`src/hdl/kli_pkg.sv`:
```
`default_nettype none

package kli_pkg;

  localparam int MAX_KEYS_DEFAULT = 16;
  localparam int QUEUE_DEPTH = 2;
  localparam logic [15:0] ONE_Q15 = 16'h8000;

  typedef struct packed {
    logic               is_query;
    logic               wr_ok;
    logic [3:0]         key_index;
    logic [15:0]        tval;
    logic signed [15:0] x;
    logic signed [15:0] y;
    logic signed [15:0] z;
    logic               mirror;
  } cmd_t;

endpackage

`default_nettype wire

```
`src/hdl/kli_ram.sv`:
```
`default_nettype none

module kli_ram #(
  parameter int WIDTH = 16,
  parameter int DEPTH = 16
) (
  input  wire logic                     clk,
  input  wire logic                     we,
  input  wire logic [$clog2(DEPTH)-1:0] waddr,
  input  wire logic [WIDTH-1:0]         wdata,
  input  wire logic [$clog2(DEPTH)-1:0] raddr,
  output logic      [WIDTH-1:0]         rdata
);

  logic [WIDTH-1:0] mem [DEPTH];

  always_ff @(posedge clk) begin
    if (we) begin
      mem[waddr] <= wdata;
    end
    rdata <= mem[raddr];
  end

endmodule

`default_nettype wire

```
`src/hdl/kli_front.sv`:
```
`default_nettype none

module kli_front #(
  parameter int MAX_KEYS = kli_pkg::MAX_KEYS_DEFAULT
) (
  input  wire logic               clk,
  input  wire logic               rst,
  input  wire logic               push,
  output logic                    full,
  input  wire logic               kind,
  input  wire logic [3:0]         key_index,
  input  wire logic [15:0]        key_time,
  input  wire logic signed [15:0] key_x,
  input  wire logic signed [15:0] key_y,
  input  wire logic signed [15:0] key_z,
  input  wire logic [15:0]        query_time,
  input  wire logic               mirror_x,
  output kli_pkg::cmd_t           head,
  output logic                    head_valid,
  input  wire logic               head_pop
);
  import kli_pkg::*;

  localparam int PW = $clog2(QUEUE_DEPTH);
  localparam int CW = $clog2(QUEUE_DEPTH + 1);

  cmd_t           slots [QUEUE_DEPTH];
  cmd_t           incoming;
  logic [PW-1:0]  wr_ptr;
  logic [PW-1:0]  rd_ptr;
  logic [CW-1:0]  count;
  logic           do_push;
  logic           do_pop;

  // A query carries its clamped time in the time field.
  always_comb begin
    incoming.is_query  = kind;
    incoming.wr_ok     = 32'(key_index) < 32'(MAX_KEYS);
    incoming.key_index = key_index;
    if (kind) begin
      incoming.tval = (query_time > ONE_Q15) ? ONE_Q15 : query_time;
    end else begin
      incoming.tval = key_time;
    end
    incoming.x      = key_x;
    incoming.y      = key_y;
    incoming.z      = key_z;
    incoming.mirror = mirror_x;
  end

  assign full       = count == CW'(QUEUE_DEPTH);
  assign head_valid = count != '0;
  assign head       = slots[rd_ptr];
  assign do_push    = push && !full;
  assign do_pop     = head_pop && head_valid;

  always_ff @(posedge clk) begin
    if (do_push) begin
      slots[wr_ptr] <= incoming;
    end
  end

  always_ff @(posedge clk) begin
    if (rst) begin
      wr_ptr <= '0;
      rd_ptr <= '0;
      count  <= '0;
    end else begin
      if (do_push) begin
        wr_ptr <= (wr_ptr == PW'(QUEUE_DEPTH - 1)) ? '0 : wr_ptr + PW'(1);
      end
      if (do_pop) begin
        rd_ptr <= (rd_ptr == PW'(QUEUE_DEPTH - 1)) ? '0 : rd_ptr + PW'(1);
      end
      if (do_push && !do_pop) begin
        count <= count + CW'(1);
      end else if (!do_push && do_pop) begin
        count <= count - CW'(1);
      end
    end
  end

endmodule

`default_nettype wire

```
`src/hdl/kli_back.sv`:
```
`default_nettype none

module kli_back #(
  parameter int MAX_KEYS = kli_pkg::MAX_KEYS_DEFAULT
) (
  input  wire logic               clk,
  input  wire logic               rst,
  input  wire logic               key_count_write,
  input  wire logic [4:0]         key_count,
  input  wire kli_pkg::cmd_t      cmd,
  input  wire logic               cmd_valid,
  output logic                    cmd_pop,
  output logic                    empty,
  input  wire logic               pop,
  output logic signed [15:0]      out_x,
  output logic signed [15:0]      out_y,
  output logic signed [15:0]      out_z
);
  import kli_pkg::*;

  localparam int AW = $clog2(MAX_KEYS);
  localparam int NW = $clog2(MAX_KEYS + 1);

  localparam logic [3:0] S_IDLE = 4'd0;
  localparam logic [3:0] S_SRD  = 4'd1;
  localparam logic [3:0] S_SCMP = 4'd2;
  localparam logic [3:0] S_ORD  = 4'd3;
  localparam logic [3:0] S_OCAP = 4'd4;
  localparam logic [3:0] S_FA   = 4'd5;
  localparam logic [3:0] S_FB   = 4'd6;
  localparam logic [3:0] S_FBW  = 4'd7;
  localparam logic [3:0] S_DIV  = 4'd8;
  localparam logic [3:0] S_MUL  = 4'd9;
  localparam logic [3:0] S_ADD  = 4'd10;
  localparam logic [3:0] S_FIN  = 4'd11;

  logic [3:0]         state;
  logic [4:0]         count_reg;
  logic [NW-1:0]      n;
  logic [AW-1:0]      idx;
  logic [AW-1:0]      off_addr;
  logic [15:0]        q;
  logic               mirror;
  logic [15:0]        tprev;
  logic [15:0]        num;
  logic [15:0]        den;
  logic [15:0]        rem;
  logic [15:0]        alpha;
  logic [3:0]         cnt;
  logic signed [15:0] a_x, a_y, a_z;
  logic signed [15:0] b_x, b_y, b_z;
  logic signed [33:0] prod_x, prod_y, prod_z;
  logic signed [15:0] res_x, res_y, res_z;
  logic               out_valid;

  logic               ram_we;
  logic [AW-1:0]      ram_waddr;
  logic [15:0]        time_rdata;
  logic [47:0]        off_rdata;
  logic [AW-1:0]      off_raddr;
  logic [NW-1:0]      n_cur;
  logic               last;
  logic [15:0]        t;
  logic [16:0]        r2;
  logic signed [16:0] alpha_s;
  logic signed [16:0] diff_x, diff_y, diff_z;
  logic [18:0]        sum_x, sum_y, sum_z;
  logic signed [15:0] mx;

  assign ram_we    = (state == S_IDLE) && cmd_valid && !cmd.is_query && cmd.wr_ok;
  assign ram_waddr = AW'(cmd.key_index);
  assign off_raddr = (state == S_FB) ? idx : off_addr;
  assign cmd_pop   = (state == S_IDLE) && cmd_valid;

  kli_ram #(.WIDTH(16), .DEPTH(MAX_KEYS)) u_time_ram (
    .clk   (clk),
    .we    (ram_we),
    .waddr (ram_waddr),
    .wdata (cmd.tval),
    .raddr (idx),
    .rdata (time_rdata)
  );

  kli_ram #(.WIDTH(48), .DEPTH(MAX_KEYS)) u_offset_ram (
    .clk   (clk),
    .we    (ram_we),
    .waddr (ram_waddr),
    .wdata ({cmd.x, cmd.y, cmd.z}),
    .raddr (off_raddr),
    .rdata (off_rdata)
  );

  always_comb begin
    if (32'(count_reg) > 32'(MAX_KEYS)) begin
      n_cur = NW'(MAX_KEYS);
    end else begin
      n_cur = NW'(count_reg);
    end
    t       = time_rdata;
    last    = (NW'(idx) + NW'(1)) == n;
    r2      = {rem, 1'b0};
    alpha_s = signed'({1'b0, alpha});
    diff_x  = 17'(b_x) - 17'(a_x);
    diff_y  = 17'(b_y) - 17'(a_y);
    diff_z  = 17'(b_z) - 17'(a_z);
    sum_x   = 19'(a_x) + prod_x[33:15];
    sum_y   = 19'(a_y) + prod_y[33:15];
    sum_z   = 19'(a_z) + prod_z[33:15];
    mx      = (res_x == 16'sh8000) ? 16'sh7FFF : -res_x;
  end

  // Payload and datapath registers.
  always_ff @(posedge clk) begin
    case (state)
      S_IDLE: begin
        q      <= cmd.tval;
        mirror <= cmd.mirror;
        n      <= n_cur;
        idx    <= '0;
        res_x  <= '0;
        res_y  <= '0;
        res_z  <= '0;
      end
      S_SCMP: begin
        tprev <= t;
        if (t >= q && idx != '0) begin
          off_addr <= idx - AW'(1);
          num      <= q - tprev;
          den      <= t - tprev;
        end else if (t >= q) begin
          off_addr <= '0;
        end else if (last) begin
          off_addr <= idx;
        end else begin
          idx <= idx + AW'(1);
        end
      end
      S_OCAP: begin
        res_x <= off_rdata[47:32];
        res_y <= off_rdata[31:16];
        res_z <= off_rdata[15:0];
      end
      S_FB: begin
        a_x <= off_rdata[47:32];
        a_y <= off_rdata[31:16];
        a_z <= off_rdata[15:0];
      end
      S_FBW: begin
        b_x   <= off_rdata[47:32];
        b_y   <= off_rdata[31:16];
        b_z   <= off_rdata[15:0];
        alpha <= {15'd0, num >= den};
        rem   <= (num >= den) ? num - den : num;
        cnt   <= 4'd14;
      end
      S_DIV: begin
        if (r2 >= {1'b0, den}) begin
          rem   <= 16'(r2 - {1'b0, den});
          alpha <= {alpha[14:0], 1'b1};
        end else begin
          rem   <= r2[15:0];
          alpha <= {alpha[14:0], 1'b0};
        end
        cnt <= cnt - 4'd1;
      end
      S_MUL: begin
        prod_x <= diff_x * alpha_s;
        prod_y <= diff_y * alpha_s;
        prod_z <= diff_z * alpha_s;
      end
      S_ADD: begin
        res_x <= sum_x[15:0];
        res_y <= sum_y[15:0];
        res_z <= sum_z[15:0];
      end
      default: begin
      end
    endcase
    if (state == S_FIN && (!out_valid || pop)) begin
      out_x <= mirror ? mx : res_x;
      out_y <= res_y;
      out_z <= res_z;
    end
  end

  always_ff @(posedge clk) begin
    if (rst) begin
      state     <= S_IDLE;
      count_reg <= '0;
      out_valid <= 1'b0;
    end else begin
      if (key_count_write) begin
        count_reg <= key_count;
      end
      if (pop && out_valid && state != S_FIN) begin
        out_valid <= 1'b0;
      end
      case (state)
        S_IDLE: begin
          if (cmd_valid && cmd.is_query) begin
            state <= (n_cur == '0) ? S_FIN : S_SRD;
          end
        end
        S_SRD: begin
          state <= S_SCMP;
        end
        S_SCMP: begin
          if (t >= q && idx != '0) begin
            state <= (t <= tprev) ? S_ORD : S_FA;
          end else if (t >= q || last) begin
            state <= S_ORD;
          end else begin
            state <= S_SRD;
          end
        end
        S_ORD: begin
          state <= S_OCAP;
        end
        S_OCAP: begin
          state <= S_FIN;
        end
        S_FA: begin
          state <= S_FB;
        end
        S_FB: begin
          state <= S_FBW;
        end
        S_FBW: begin
          state <= S_DIV;
        end
        S_DIV: begin
          if (cnt == 4'd0) begin
            state <= S_MUL;
          end
        end
        S_MUL: begin
          state <= S_ADD;
        end
        S_ADD: begin
          state <= S_FIN;
        end
        S_FIN: begin
          if (!out_valid || pop) begin
            out_valid <= 1'b1;
            state     <= S_IDLE;
          end
        end
        default: begin
          state <= S_IDLE;
        end
      endcase
    end
  end

  assign empty = !out_valid;

  a_alpha_range: assert property (@(posedge clk) disable iff (rst)
    state == S_MUL |-> alpha <= ONE_Q15)
    else $error("alpha above one");

  a_den_nonzero: assert property (@(posedge clk) disable iff (rst)
    state == S_FBW |-> den != '0 && num <= den)
    else $error("bad divider operands");

  a_scan_range: assert property (@(posedge clk) disable iff (rst)
    state == S_SRD |-> NW'(idx) < n)
    else $error("key scan past key count");

  a_fin_hold: assert property (@(posedge clk) disable iff (rst)
    state == S_FIN && out_valid && !pop |=> state == S_FIN)
    else $error("result overwritten before its beat");

endmodule

`default_nettype wire

```
`src/hdl/keyframe_linear_interpolator.sv`:
```
`default_nettype none
// A keyframe write is stored in the key table when it leaves the queue and gives no result.
// A query scans the keys one by one on the single time-table read port, then runs the
// bit-serial 16-bit divider when it falls between two keys; one query at a time.
// A two-entry input queue takes new beats while a query is worked or a result waits.
// Reset clears the queues, the sequencer and key_count; the key table is not cleared.

module keyframe_linear_interpolator #(
  parameter int MAX_KEYS = kli_pkg::MAX_KEYS_DEFAULT
) (
  input  wire logic               clk,
  input  wire logic               rst,
  input  wire logic               key_count_write,
  input  wire logic [4:0]         key_count,
  input  wire logic               push,
  output logic                    full,
  input  wire logic               kind,
  input  wire logic [3:0]         key_index,
  input  wire logic [15:0]        key_time,
  input  wire logic signed [15:0] key_x,
  input  wire logic signed [15:0] key_y,
  input  wire logic signed [15:0] key_z,
  input  wire logic [15:0]        query_time,
  input  wire logic               mirror_x,
  output logic                    empty,
  input  wire logic               pop,
  output logic signed [15:0]      out_x,
  output logic signed [15:0]      out_y,
  output logic signed [15:0]      out_z
);
  import kli_pkg::*;

  cmd_t head;
  logic head_valid;
  logic head_pop;

  kli_front #(.MAX_KEYS(MAX_KEYS)) u_front (
    .clk        (clk),
    .rst        (rst),
    .push       (push),
    .full       (full),
    .kind       (kind),
    .key_index  (key_index),
    .key_time   (key_time),
    .key_x      (key_x),
    .key_y      (key_y),
    .key_z      (key_z),
    .query_time (query_time),
    .mirror_x   (mirror_x),
    .head       (head),
    .head_valid (head_valid),
    .head_pop   (head_pop)
  );

  kli_back #(.MAX_KEYS(MAX_KEYS)) u_back (
    .clk             (clk),
    .rst             (rst),
    .key_count_write (key_count_write),
    .key_count       (key_count),
    .cmd             (head),
    .cmd_valid       (head_valid),
    .cmd_pop         (head_pop),
    .empty           (empty),
    .pop             (pop),
    .out_x           (out_x),
    .out_y           (out_y),
    .out_z           (out_z)
  );

endmodule

`default_nettype wire

```
`config.mk`:
```
export PLATFORM = sky130hd
export DESIGN_NAME = keyframe_linear_interpolator
export DESIGN_NICKNAME = d
export VERILOG_FILES = /design/src/hdl/kli_pkg.sv /design/src/hdl/kli_ram.sv /design/src/hdl/kli_front.sv /design/src/hdl/kli_back.sv /design/src/hdl/keyframe_linear_interpolator.sv
export SDC_FILE = /design/constraint.sdc
export NUM_CORES = 2
export LEC_CHECK = 0
export BUFFER_PORTS_ARGS = -buffer_cell sky130_fd_sc_hd__buf_2
export CAP_MARGIN = 20
export CORE_MARGIN = 4
export CORE_UTILIZATION = 40
export DETAILED_ROUTE_END_ITERATION = 16
export PLACE_DENSITY = 0.65
export SLEW_MARGIN = 30
export SYNTH_ARGS = -nofsm -noshare
export SYNTH_HDL_FRONTEND = slang
export SYNTH_HIERARCHICAL = 1
export SYNTH_SLANG_ARGS = --single-unit
```
`constraint.sdc`:
```
create_clock -name clk -period 8.35 [get_ports clk]
set_clock_uncertainty 0.05 [all_clocks]
set_input_delay 2.505 -clock clk [delete_from_list [all_inputs] [get_ports clk]]
set_output_delay 2.505 -clock clk [all_outputs]
set_load 0.02 [all_outputs]
```
==> Word-level counts from Yosys, hierarchy flattened <==
Memory sizes are Yosys's and may differ from the RTL's. A register that Yosys moved wholly into a read port is not among the register bits.
Index checks and enable logic that the tools add are counted.
{ "totals": {"ff_bits": 413, "latch_bits": 0, "ram_bits": 1164, "mem_bits_ro": 0, "inputBits": 96, "out_inout_bits": 50, "wordCells": 161, "memories": 3} }
{ "classes": {"add_sub_neg": 19, "n_mul": 3, "div": 0, "magnitude_cmp": 6, "eq_ne": 21, "shifts": 0, "mux": 43, "bitwise": 0, "reduce_logical": 34} }
{ "mem_list": {"columns": ["memory", "depth", "width", "read_ports", "rd_ports_with_merged_regs", "wr", "line_no", "source"], "rows": [
  ["u_back.u_offset_ram.mem", 16, 48, 1, 1, 1, "kli_ram.sv:15", "logic [WIDTH-1:0] mem [DEPTH];"],
  ["u_back.u_time_ram.mem", 16, 16, 1, 1, 1, "kli_ram.sv:15", null],
  ["u_front.slots", 2, 70, 1, 1, 1, "kli_front.sv:27", "cmd_t slots [QUEUE_DEPTH];"]
]} }
{ "op_table": {"columns": ["op", "count"], "rows": [
  ["16-bit case mux with 3 select lines", 3],
  ["16-bit two-way mux", 6],
  ["17-bit by 17-bit multiplier with 31-bit output", 3],
  ["16-bit case mux with 2 select lines", 2],
  ["16-bit subtractor", 4],
  ["16-bit by 16-bit subtractor with 17-bit output", 3],
  ["16-bit adder", 3],
  ["4-bit two-way mux", 12],
  ["4-bit case mux with 11 select lines", 1],
  ["16-bit greater-or-equal comparator", 2],
  ["17-bit by 16-bit greater-or-equal comparator with 1-bit output", 1],
  ["16-bit equality test (second input constant)", 1],
  ["4-bit by 3-bit equality test with 1-bit output (second input constant)", 4],
  ["4-bit equality test (second input constant)", 4],
  ["16-bit greater-than comparator (second input constant)", 1],
  ["16-bit less-or-equal comparator", 1],
  ["16-bit negation", 1],
  ["4-bit case mux with 2 select lines", 2],
  ["1-bit two-way mux", 12],
  ["1-bit logical AND", 11],
  ["2-bit != test (second input constant)", 5],
  ["4-bit by 2-bit equality test with 1-bit output (second input constant)", 2],
  ["4-bit zero test", 2],
  ["2-bit nonzero test", 4],
  ["other kinds (25)", 36]
]} }

==> Logic depth before layout (Yosys ltp) <==
{ "depth": {"word_depth": 7, "depth_mapped": 36, "mapped_depth_nobuf": 35} }

==> By module <==
Netlist, hierarchy kept.
{ "by_module_without_submodules": {"columns": ["module", "n_inst", "cells_each", "area_each_um2"], "rows": [
  ["kli_back", 1, 5039, 48960.7],
  ["kli_ram at u_back.u_offset_ram", 1, 1242, 29694.7],
  ["kli_ram at u_back.u_time_ram", 1, 432, 10042.1],
  ["kli_front", 1, 286, 5642.9]
]} }

==> Worst setup path before layout <==
No wires, ideal clock.
{ "synth_timing": {"path_kind": "reg-to-reg", "start": "register u_back.a_y[1]", "end": "register u_back.prod_y[30], data pin", "arrival_ns": 8.437, "slack_ns": -0.405, "path_stages_with_launch": 33, "n_path_buf": 1, "synth_period_minus_slack_ns": 8.755, "cell_sequence": "edfxtp_1 > inv_1 > ha_1 > nor2b_1 > o21ai_0 > o211ai_1 > o31ai_1 > o31ai_1 > o41ai_1 > nand3_1 > o311ai_1 > clkbuf_1 > nand2_1 > fa_1 > fa_1 > fa_1 > inv_1 > fa_1 > fa_1 > inv_1 > fa_1 > inv_1 > ha_1 > a21o_1 > a21o_1 > or4_1 > o21ba_1 > a221o_2 > o31ai_4 > nor2_2 > a311oi_2 > xnor2_1 > xnor3_1"} }
{ "synth_between": {"elab_chain_len": 2} }
{ "synth_rtl": {"columns": ["element", "line_no", "source"], "rows": [
  ["start, declared", "kli_back.sv:50", "logic signed [15:0] a_x, a_y, a_z;"],
  ["start signal, assigned", "kli_back.sv:145", "a_y <= off_rdata[31:16];"],
  ["16-bit by 16-bit subtractor with 17-bit output", "kli_back.sv:104", "diff_y = 17'(b_y) - 17'(a_y);"],
  ["17-bit by 17-bit multiplier with 31-bit output", "kli_back.sv:168", "prod_y <= diff_y * alpha_s;"],
  ["end signal, assigned", "kli_back.sv:168", null],
  ["end, declared", "kli_back.sv:52", "logic signed [33:0] prod_x, prod_y, prod_z;"]
]} }
Every way passes these cells.
A chain may end at the register's enable or synchronous reset.

==> Final worst setup path <==
{ "layout_timing": {"start": "register u_back.a_y[4]", "end": "register u_back.prod_y[30], data pin"} }
Same word-level chain as after synthesis.

==> results.ini <==
[run]
drv_cap = 0

[hold_path]
hold_class = flip-flop to flip-flop
whs_endpoint = u_back/out_y[2]
hold-path-cell-count = 0
holdCritStartpoint = u_back/res_y[2]

[timing]
worstMarginPinSlew_ns = 0.997
min_period_ns = 8.42
drv_slew = 0
slew_headroom_pct = 33.5
final.setup.tns_ns = -0.0693
max_freq_mhz = 119
hold_viol_final = 0
fin_ws_ns = -0.0693
finalSetupViolCount = 1
rsz0062_at_grt = true
finalCritPeriodShare_pct = 101

[global_route]
grt_pass1_vias = 59248
antenna_found_initial = 11
grt_max_degree = 101
grt_overflow_total = 0
grt_pass1_wl_um = 345000
grt_usage_pct = 18.2

[status]
violations = negative setup slack
outcome = finished, violations left

[clock_tree]
cts_buffers = 150
cts.path.max_buffers = 3
cts_hold_buf = 0
clk_pin_slew_worst_paths_ns = 0.06
cts_tree = done
cts-root-buf = clkbuf_16
htreeDepth = 4
insertion_delay_ns = 0.79
clock_sinks = 1597

[synthesis]
synth_nets = 8278
synth_area_per_cell_um2 = 13.5
syn-instance-count = 6999
synth-seq-area-share_pct = 50.0
ys_ff_latch = 1597
syn_area_um2 = 94300
ys.warnings.count = 6
async_flop_share_pct = 0
synthFlopType = edfxtp_1
yosysUniqueCellTypes = 93
synth_edf_count = 1518

[worst_setup_path]
crit_path_end_kind = flip-flop
arrival_ns = 8.89
r2r_cells = 32
cp.required_ns = 8.82
rr_startpoint = u_back/a_y[4]
crit_path_frequent_cell = fa_1
crit_slowest_cell = fa_1
slowest_delay_ns = 0.54
crit_fanout = 6
cp-start-kind = flip-flop
r2r-end = u_back/prod_y[30]
ff2ff_setup_slack_ns = -0.07
critical_path_class = flip-flop to flip-flop

[detailed_routing]
wl_per_cell_um = 20.6
wl_met2_um = 114000
vias_per_cell = 5.17
vias = 55351
routed-wl-met3_um = 11800
drc = 0
firstDrtPassIters = 5
top_layer_used = met5
antenna_left = 0
wirelength_um = 221000
route.layer.met1.wl_um = 89400
drt_iter0_drc = 3861

[pwr]
powerDensity_nw_per_um2 = 410
ir_drop_mv = 0.651
leakage_nw = 42.8

[layout]
largest_reg_flops = 768
largest-register = u_back/u_offset_ram/mem
nNetsFinal = 8699
drive_gt1_share_pct = 17.2
final_core_util_pct = 45.7
layout_commonest_cell = edfxtp_1
biggestRegsByFlops = u_back/u_offset_ram/mem (768), u_back/u_time_ram/mem (256), u_front/slots (140)
mostFrequentLayoutCells = 1,518 x edfxtp_1, 1,135 x inv_1, 749 x fa_1, 604 x nand2_1, 409 x ha_1
fin_cells = 10698
synthToLayoutAreaGrowth_pct = 13.7

[floorplanning]
start_util_pct = 40.2
die_w_um = 494
die_area_um2 = 244000
ios = 146
fp-row-count = 178
dieHeight_um = 494
core_um2 = 235000

[place]
place.gp.congestion = 0.859
io_buffers = 145
post-place-cells = 10394
dpl.hpwl_um = 153000

[worst max path at each step]
stage          slack (ns)                end           from  depth (start not counted)
6_report            -0.07  u_back/prod_y[30]  u_back/a_y[4]                         32
5_1_grt             -0.30  u_back/prod_y[30]  u_back/a_y[4]                         32
4_1_cts             -0.09  u_back/prod_y[30]  u_back/a_y[1]                         33
3_5_place_dp        -0.44  u_back/prod_y[30]  u_back/a_y[1]                         32
3_3_place_gp        -0.19  u_back/prod_y[30]  u_back/a_y[1]                         32
2_1_floorplan       0.002  u_back/prod_y[30]  u_back/a_y[1]                         32
[synth_stat cells, drive strengths merged, types with 34 or more instances]
master,count,area [um2]
nand2,607,2280
mux2,76,856
nor2b,110,688
inv,1152,4320
buf,63,384
o21ai,142,711
nand3,38,190
mux4,256,5800
edfxtp,1518,45600
nor2,217,842
ha,419,5240
fa,764,15300
and2,337,2110
dfxtp,79,1580
xnor2,178,1560
nor3,57,285
a21o,34,255
a21oi,132,661
nand2b,54,338
a22oi,130,976
clkbuf,208,781
and3,42,264
xor2,67,587
[power breakdown]
part,switching [mW],total (mW),internal [mW]
Clock,3.01,6.96,3.94
Sequential,0.520,11.6,11.1
Combinational,13.9,25.4,11.5
Total,17.5,44.0,26.5
[cells by family after synthesis]
family                     share of synthesized area, %
xor gates and xnor gates                           2.35
other                                           0.00397
muxes                                              7.40
AOI/OAI and AO/OA                                  4.64
and+or+nand+nor                                    8.02
DFF                                                50.0
buffers and inverters                              5.82
adders and majority gates                          21.8
[critical path: cells and delay by family, from the launching register on]
family / cells / cell delay (ns)
xor gates and xnor gates: 2 / 0.40
AOI/OAI and AO/OA: 12 / 2.56
adders and majority gates: 8 / 3.50
DFF: 1 / 0.36
and+or+nand+nor: 4 / 0.88
buffers and inverters: 6 / 0.41
[final cells by class]
| class | instances | area (um2) |
|---|---|---|
| flip-flops and latches | 1597 | 47200 |
| inverters | 1152 | 4330 |
| fillers | 20614 | 128000 |
| diodes | 3 | 7.51 |
| clock inverters | 94 | 1100 |
| well taps | 3150 | 3940 |
| clock buffers | 183 | 3980 |
| multi-input cells | 3979 | 42700 |
| repair buffers | 540 | 4120 |
[repair_timing]
| action | CTS | global route |
|---|---|---|
| endpoints found under the setup margin | 17 | 24 |
| pin swaps | 30 | 42 |
| endpoints found under the hold margin | 0 | 0 |
| gates cloned | 0 | 0 |
| buffers inserted | 15 | 11 |
| resized for setup | 37 | 111 |
[metal layers]
metal / track usage (%) / up-vias
met5: 0 / -
met4: 5.07 / 2
met3: 2.16 / 293
met2: 32.3 / 1581
met1: 23.7 / 28754
li1: - / 24721
[through the flow]
step	area, um2	power, mW	worst slack, ns	hold WS [ns]
after global routing	107000	47.6	-0.302	0.379
after detailed placement	101000	35.9	-0.437	0.355
final	107000	44.0	-0.0693	0.367
after global placement	101000	35.3	-0.195	0.355
after floorplan	94400	27.1	0.00187	0.350
after CTS	107000	43.4	-0.0860	0.367
Power figures use the tool's default switching activity.
